File: src/rtl/lts_pkg.sv
// ----------------------------------------------------------------------------
// lts_pkg: shared types and codes of the levelized topological sort
// Field widths, item codes and the result record passed to the output stage.
// ----------------------------------------------------------------------------
`default_nettype none
package lts_pkg;

  localparam int NODE_W = 6;
  localparam int LVL_W  = 6;
  localparam int KIND_W = 2;
  localparam int OP_W   = 2;
  localparam int STS_W  = 2;
  localparam int DATA_W = 16;

  localparam logic [OP_W-1:0] OP_ADD   = 2'd0;
  localparam logic [OP_W-1:0] OP_LINK  = 2'd1;
  localparam logic [OP_W-1:0] OP_TRAV  = 2'd2;
  localparam logic [OP_W-1:0] OP_CLEAR = 2'd3;

  localparam logic [KIND_W-1:0] KIND_INPUT = 2'd1;

  localparam logic [STS_W-1:0] STS_OK     = 2'd0;
  localparam logic [STS_W-1:0] STS_REJECT = 2'd1;
  localparam logic [STS_W-1:0] STS_CYCLE  = 2'd2;
  localparam logic [STS_W-1:0] STS_FULL   = 2'd3;

  typedef struct packed {
    logic [NODE_W-1:0] node_id;
    logic [LVL_W-1:0]  level;
    logic [KIND_W-1:0] kind;
    logic [STS_W-1:0]  status;
    logic              last;
  } lts_res_t;

endpackage
`default_nettype wire

File: src/rtl/lts_out_buf.sv
// ----------------------------------------------------------------------------
// lts_out_buf: result holding register
// Keeps one finished result item on the output channel until it is taken.
// ----------------------------------------------------------------------------
`default_nettype none
module lts_out_buf
  import lts_pkg::*;
(
  input  wire logic              clk,
  input  wire logic              rst_n,
  input  wire logic              push,
  input  wire lts_res_t          res,
  output logic                   ready,
  output logic                   out_tvalid,
  input  wire logic              out_tready,
  // node_id_out [5:0], level [11:6], type_out [13:12], zero [15:14]
  output logic [DATA_W-1:0]      out_tdata,
  // status [1:0]
  output logic [STS_W-1:0]       out_tuser,
  output logic                   out_tlast
);

  logic     valid_r;
  lts_res_t hold_r;

  assign ready = !valid_r || out_tready;

  always_ff @(posedge clk) begin
    if (!rst_n) begin
      valid_r <= 1'b0;
    end else if (ready) begin
      valid_r <= push;
    end
    if (push && ready) begin
      hold_r <= res;
    end
  end

  assign out_tvalid = valid_r;
  assign out_tdata  = {2'b00, hold_r.kind, hold_r.level, hold_r.node_id};
  assign out_tuser  = hold_r.status;
  assign out_tlast  = hold_r.last;

endmodule
`default_nettype wire

File: config.mk
export PLATFORM = sky130hd
export DESIGN_NAME = lts_out_buf
export DESIGN_NICKNAME = d
export VERILOG_FILES = /design/src/rtl/lts_pkg.sv /design/src/rtl/lts_out_buf.sv
export SDC_FILE = /design/constraint.sdc
export NUM_CORES = 1
export LEC_CHECK = 0
export BUFFER_PORTS_ARGS = -buffer_cell sky130_fd_sc_hd__clkbuf_2
export CAP_MARGIN = 20
export CORE_MARGIN = 2
export CORE_UTILIZATION = 38
export DETAILED_ROUTE_END_ITERATION = 10
export PLACE_DENSITY = 0.8
export SLEW_MARGIN = 20
export SYNTH_ARGS = -nofsm -noshare
export SYNTH_HDL_FRONTEND = slang
export SYNTH_SLANG_ARGS = --single-unit
File: constraint.sdc
create_clock -name clk -period 1 [get_ports clk]
set_input_delay 0.1 -clock clk [delete_from_list [all_inputs] [get_ports clk]]
set_output_delay 0.1 -clock clk [all_outputs]
set_load 0.01 [all_outputs]
==> results of run 1 <==
## final timing paths
path	start	to	slack, ps	depth (start not counted)
worst min register to register	out_tvalid$_SDFFE_PN0P_	out_tvalid$_SDFFE_PN0P_	660	4
worst min-delay path	push	out_tvalid$_SDFFE_PN0P_	50	3
worst max-delay path	out_tvalid$_SDFFE_PN0P_	ready	-9	3
worst max register to register	out_tvalid$_SDFFE_PN0P_	out_tdata[0]$_DFFE_PP_	20	2
## what timing repair did
| action | 4_1_cts | 5_1_grt |
|---|---|---|
| gates resized for setup | 1 | 2 |
| buffers inserted | 1 | 0 |
| setup endpoints to repair | 1 | 18 |
| hold buffers | 17 | 0 |
| hold endpoints to repair | 17 | 0 |
| pin swaps | 0 | 0 |
## Yosys cell counts, drive strengths merged
library cell / count / share of area
nand2b: 1 / 0.023
conb: 1 / 0.0064
a21boi: 1 / 0.019
dfxtp: 1 / 0.034
edfxtp: 17 / 0.87
inv: 1 / 0.0064
buf: 2 / 0.026
and2: 1 / 0.015
## tightest hold or removal path, cell delays in order
cell      delay, ps
clkbuf_2         90
inv_1            60
a21boi_2         40
## power breakdown
group | internal (W) | switching, W
logic | 0.000114 | 0.0000825
registers | 0.000876 | 0.0000130
clock network | 0.000155 | 0.000200
total | 0.00115 | 0.000296
## final cells by class
class / instances / share of cell area
Multi-Input combinational cell: 5 / 0.0407
Sequential cell: 18 / 0.525
Inverter: 1 / 0.00370
Clock buffer: 4 / 0.0259
Tap cell: 16 / 0.0198
Timing Repair Buffer: 58 / 0.385
## metal layers
layer,share of wire,GRT usage,vias up
met3,0.083,0.0340,0
met5,0,0,-
li1,-,-,209
met2,0.56,0.263,26
met1,0.35,0.151,185
met4,0,0.0545,0
## cells by family after synthesis
kind of cell | Yosys count | synth area share
flops | 18 | 0.904
buf+inv | 3 | 0.0320
compound gates | 1 | 0.0192
other cells | 1 | 0.00639
simple gates | 2 | 0.0384
## registers in the layout, indices dropped and copies added (netlist names)
name / flops
out_tuser: 2
out_tvalid: 1
out_tlast: 1
out_tdata: 14
## per-stage QoR
stage	cell area, um^2	power, W	hold slack, ps	utilization
after floorplan	592	0.000964	199	-
after global placement	800	0.00104	279	0.543
after detailed placement	800	0.00105	279	0.543
after CTS	1010	0.00145	45.1	0.685
after global routing	1010	0.00151	60.9	0.689
final	1010	0.00144	47.1	0.689
==> impl_metrics.env, run 1 <==
export IMPL_status="complete, but fails checks"
export IMPL_violations="setup timing"
export IMPL_fmax_mhz=991
export IMPL_area_delta_synth_final_pct=72.7
export IMPL_dieArea_um2=1870
export IMPL_fp_coreArea_um2=1470
export IMPL_grt_use_total=0.142
export IMPL_cpMostUsedCell="buf_6"
export IMPL_instances_no_fill=102
export IMPL_grt_max_degree=18
export IMPL_placed_cells=80
export IMPL_drt_initial_drc_count=4
export IMPL_insertion_delay_ps=280
export IMPL_fin_crit_sh=1.01
export IMPL_grt_pass1_vias=452
export IMPL_drv_cap=0
export IMPL_layout_common_cells="clkbuf_2 (38), dlygate4sd3_1 (17), edfxtp_1 (17)"
export IMPL_ys_ff_latch=18
export IMPL_final_common_cell="clkbuf_2"
export IMPL_numCtsBuffers=3
export IMPL_die_w_um=43.3
export IMPL_min_path_type="in -> reg"
export IMPL_cts_buffer_depth=2
export IMPL_rows=14
export IMPL_overflow=0
export IMPL_rsz0062_at_grt="true"
export IMPL_cpLargestDelayFamily="flip-flops"
export IMPL_crit_path_start_kind="flip-flop"
export IMPL_synth_warnings=0
export IMPL_setup_viol=1
export IMPL_path_clk_slew_ps=90
export IMPL_syn_instance_count=25
export IMPL_critPathArrivalTime_ps=910
export IMPL_dr_pass1_iters=2
export IMPL_syn_avg_cell_area_um2=23.5
export IMPL_worst_path_max_delay_cell="dfxtp_2"
export IMPL_ys_seq_area_frac=0.904
export IMPL_antenna_left=0
export IMPL_antenna_found_initial=0
export IMPL_required_ps=900
export IMPL_period_minus_slack_ps=1010
export IMPL_crit_chain="nand2b_4 -> buf_6 -> buf_6"
export IMPL_regArea_um2=532
export IMPL_fillCellCount=121
export IMPL_irDropWorstVdd_v=0.00111
export IMPL_p_leak_nw=0.461
export IMPL_syn_cell_area_um2=587
export IMPL_crit_type="reg -> out"
export IMPL_die_y_um=43.3
export IMPL_tritoncts="built"
export IMPL_max_stage_delay_ps=360
export IMPL_drive_gt1_frac=0.558
export IMPL_clock_sinks=18
export IMPL_cp_num_buf_inv=2
export IMPL_p_per_area_nw_per_um2=1420
export IMPL_finClkSkew_ps=4.96
export IMPL_wl_um=1250
export IMPL_num_nets_final=108
export IMPL_drv_slew=0
export IMPL_htree_levels=1
export IMPL_drc=0
export IMPL_ys_types=8
export IMPL_cp_max_fo=2
export IMPL_io_buffers=39
export IMPL_io_pins=42
export IMPL_vias=420
export IMPL_cts_root_buffer="clkbuf_4"
export IMPL_cp_end_kind="output pin"
export IMPL_fin_ws_ps=-9.29
export IMPL_fin_tns_setup_ps=-9.29
export IMPL_routedWlPerCell_um=12.2
export IMPL_post_place_ws_ps=21.4
export IMPL_gp_routability_congestion=0.646
export IMPL_start_util=0.399
export IMPL_multi_input_area_um2=41.3
export IMPL_routed_via_density=4.12
export IMPL_hold_viol_final=0
export IMPL_grt_pass1_wl_um=1870
export IMPL_n_antenna_cell=0
(Power assumes the default switching activity.)
==> run 2: changes to the inputs <==
--- a/config.mk
+++ b/config.mk
@@ -5,12 +5,12 @@
 export SDC_FILE = /design/constraint.sdc
 export NUM_CORES = 1
 export LEC_CHECK = 0
-export BUFFER_PORTS_ARGS = -buffer_cell sky130_fd_sc_hd__clkbuf_2
 export CAP_MARGIN = 20
 export CORE_MARGIN = 2
-export CORE_UTILIZATION = 38
+export CORE_UTILIZATION = 40
 export DETAILED_ROUTE_END_ITERATION = 10
-export PLACE_DENSITY = 0.8
+export DONT_BUFFER_PORTS = 1
+export PLACE_DENSITY_LB_ADDON = 0.08
 export SLEW_MARGIN = 20
 export SYNTH_ARGS = -nofsm -noshare
 export SYNTH_HDL_FRONTEND = slang
==> constraint.sdc (replaced) <==
create_clock -name clk -period 0.98 [get_ports clk]
set_input_delay 0.098 -clock clk [delete_from_list [all_inputs] [get_ports clk]]
set_output_delay 0.098 -clock clk [all_outputs]
set_load 0.01 [all_outputs]
==> run 2 against run 1 <==
Effect of this change: the run now ends clean; sequential share of layout area increased by 10 points; global-route usage down 0.39 points; register-to-register slack about the same; combinational power fell by 47%; total power grew 2.4%; via count down 29%; non-clock buffer count is 37 lower; sequential cell count did not move; setup slack improved by 21 ps.
==> impl_metrics.env, run 2 (synthesis results as in run 1) <==
export IMPL_die_y_um=42.3
export IMPL_fp_coreArea_um2=1330
export IMPL_wl_um=1080
export IMPL_instances_no_fill=65
export IMPL_final_common_cell="dlygate4sd3_1"
export IMPL_cts_root_buffer="clkbuf_4"
export IMPL_regArea_um2=532
export IMPL_multi_input_area_um2=48.8
export IMPL_grt_pass1_vias=334
export IMPL_tritoncts="built"
export IMPL_antenna_found_initial=0
export IMPL_p_leak_nw=0.313
export IMPL_switching_share=0.194
export IMPL_critPathArrivalTime_ps=870
export IMPL_fillCellCount=94
export IMPL_path_clk_slew_ps=100
export IMPL_crit_path_start_kind="flip-flop"
export IMPL_grt_use_total=0.138
export IMPL_fin_ws_ps=12.2
export IMPL_n_antenna_cell=0
export IMPL_min_path_type="in -> reg"
export IMPL_cts_buffer_depth=2
export IMPL_clock_sinks=18
export IMPL_io_pins=42
export IMPL_post_place_ws_ps=9.42
export IMPL_crit_chain="nand2b_4 -> buf_4"
export IMPL_drc=0
export IMPL_highest_layer="met3"
export IMPL_io_buffers=0
export IMPL_overflow=0
export IMPL_wl_met2_um=617
export IMPL_p_sw_w=0.000286
export IMPL_antenna_left=0
export IMPL_finClkSkew_ps=5.86
export IMPL_p_per_area_nw_per_um2=1750
export IMPL_placed_cells=41
export IMPL_worst_path_max_delay_cell="dfxtp_2"
export IMPL_layout_common_cells="dlygate4sd3_1 (19), edfxtp_1 (17), clkbuf_4 (3)"
export IMPL_drive_gt1_frac=0.220
export IMPL_wl_met1_um=377
export IMPL_largest_reg_flops=14
export IMPL_met3WireLength_um=89
export IMPL_cp_end_kind="output pin"
export IMPL_status="finished, final reports clean"
export IMPL_hold_viol_final=0
export IMPL_vias=297
export IMPL_drv_cap=0
export IMPL_numCtsBuffers=3
export IMPL_grt_pass1_wl_um=1700
export IMPL_num_nets_final=72
export IMPL_routedWlPerCell_um=16.7
export IMPL_dr_pass1_iters=3
export IMPL_rows=13
export IMPL_area_delta_synth_final_pct=43.9
export IMPL_cp_max_fo=3
export IMPL_die_w_um=42.3
export IMPL_dieArea_um2=1790
export IMPL_comb_power_share=0.071
export IMPL_routed_via_density=4.57
export IMPL_p_int_w=0.00119
export IMPL_dpl_hpwl_um=698
export IMPL_clkPwrFrac=0.295
export IMPL_setup_viol=0
export IMPL_rsz0062_at_grt="true"
export IMPL_required_ps=880
export IMPL_fin_tns_setup_ps=0
export IMPL_p_seq_frac=0.634
export IMPL_insertion_delay_ps=280
export IMPL_max_stage_delay_ps=370
export IMPL_htree_levels=1
export IMPL_fmax_mhz=1030
export IMPL_drt_initial_drc_count=8
export IMPL_period_minus_slack_ps=968
export IMPL_irDropWorstVdd_v=0.00118
export IMPL_gp_routability_congestion=0.598
export IMPL_start_util=0.440
export IMPL_crit_type="reg -> out"
export IMPL_drv_slew=0
export IMPL_cts_resized=0
export IMPL_grt_max_degree=11
export IMPL_fin_crit_sh=0.988
run 2: power by group through the flow:
stage | Combinational, W | Clock [W] | Sequential [W]
floorplan | 0.0000351 | 0 | 0.000949
global placement | 0.0000409 | 0 | 0.000952
detailed placement | 0.0000423 | 0 | 0.000955
CTS | 0.000105 | 0.000451 | 0.000937
global route | 0.000115 | 0.000489 | 0.000939
finish | 0.000105 | 0.000435 | 0.000936
run 2: worst paths after layout:
kind / from / to / cells past startpoint / slack [ps]
worst min-delay path: out_tready / out_tvalid$_SDFFE_PN0P_ / 3 / 130
worst max-delay path: out_tvalid$_SDFFE_PN0P_ / ready / 2 / 10
worst max register to register: out_tvalid$_SDFFE_PN0P_ / out_tdata[1]$_DFFE_PP_ / 2 / 20
worst min register to register: out_tvalid$_SDFFE_PN0P_ / out_tvalid$_SDFFE_PN0P_ / 3 / 630
run 2: area by class of cell:
cell class                      instances  area share
Timing Repair Buffer                   21       0.243
Multi-Input combinational cell          6      0.0578
Sequential cell                        18       0.630
Inverter                                1     0.00444
Tap cell                               15      0.0222
Clock buffer                            4      0.0430
run 2: per-stage QoR:
step / total power [W] / hold slack (ps) / cell area [um^2] / util
global route: 0.00154 / 125 / 845 / 0.633
detailed placement: 0.000998 / 197 / 611 / 0.458
floorplan: 0.000984 / 197 / 592 / -
CTS: 0.00149 / 116 / 845 / 0.633
global placement: 0.000993 / 197 / 611 / 0.458
finish: 0.00148 / 125 / 845 / 0.633
run 2: worst max-delay path, delay by kind of cell, from the launching register on:
kind	cells	cell delay [ps]
buf+inv	1	150
simple gates	1	60
flops	1	370
run 2: per-layer routing:
layer  track usage  vias up
met4        0.0750        0
met2         0.249       23
met3        0.0388        0
li1              -      140
met1         0.140      134
met5             0        -
run 2: what timing repair did:
| action | 4_1_cts | 5_1_grt |
|---|---|---|
| endpoints found under the setup margin | 17 | 9 |
| cloned | 1 | 0 |
| hold endpoints to repair | 18 | 0 |
| buffers inserted | 0 | 0 |
| pin swaps | 1 | 0 |
| hold buffers | 19 | 0 |
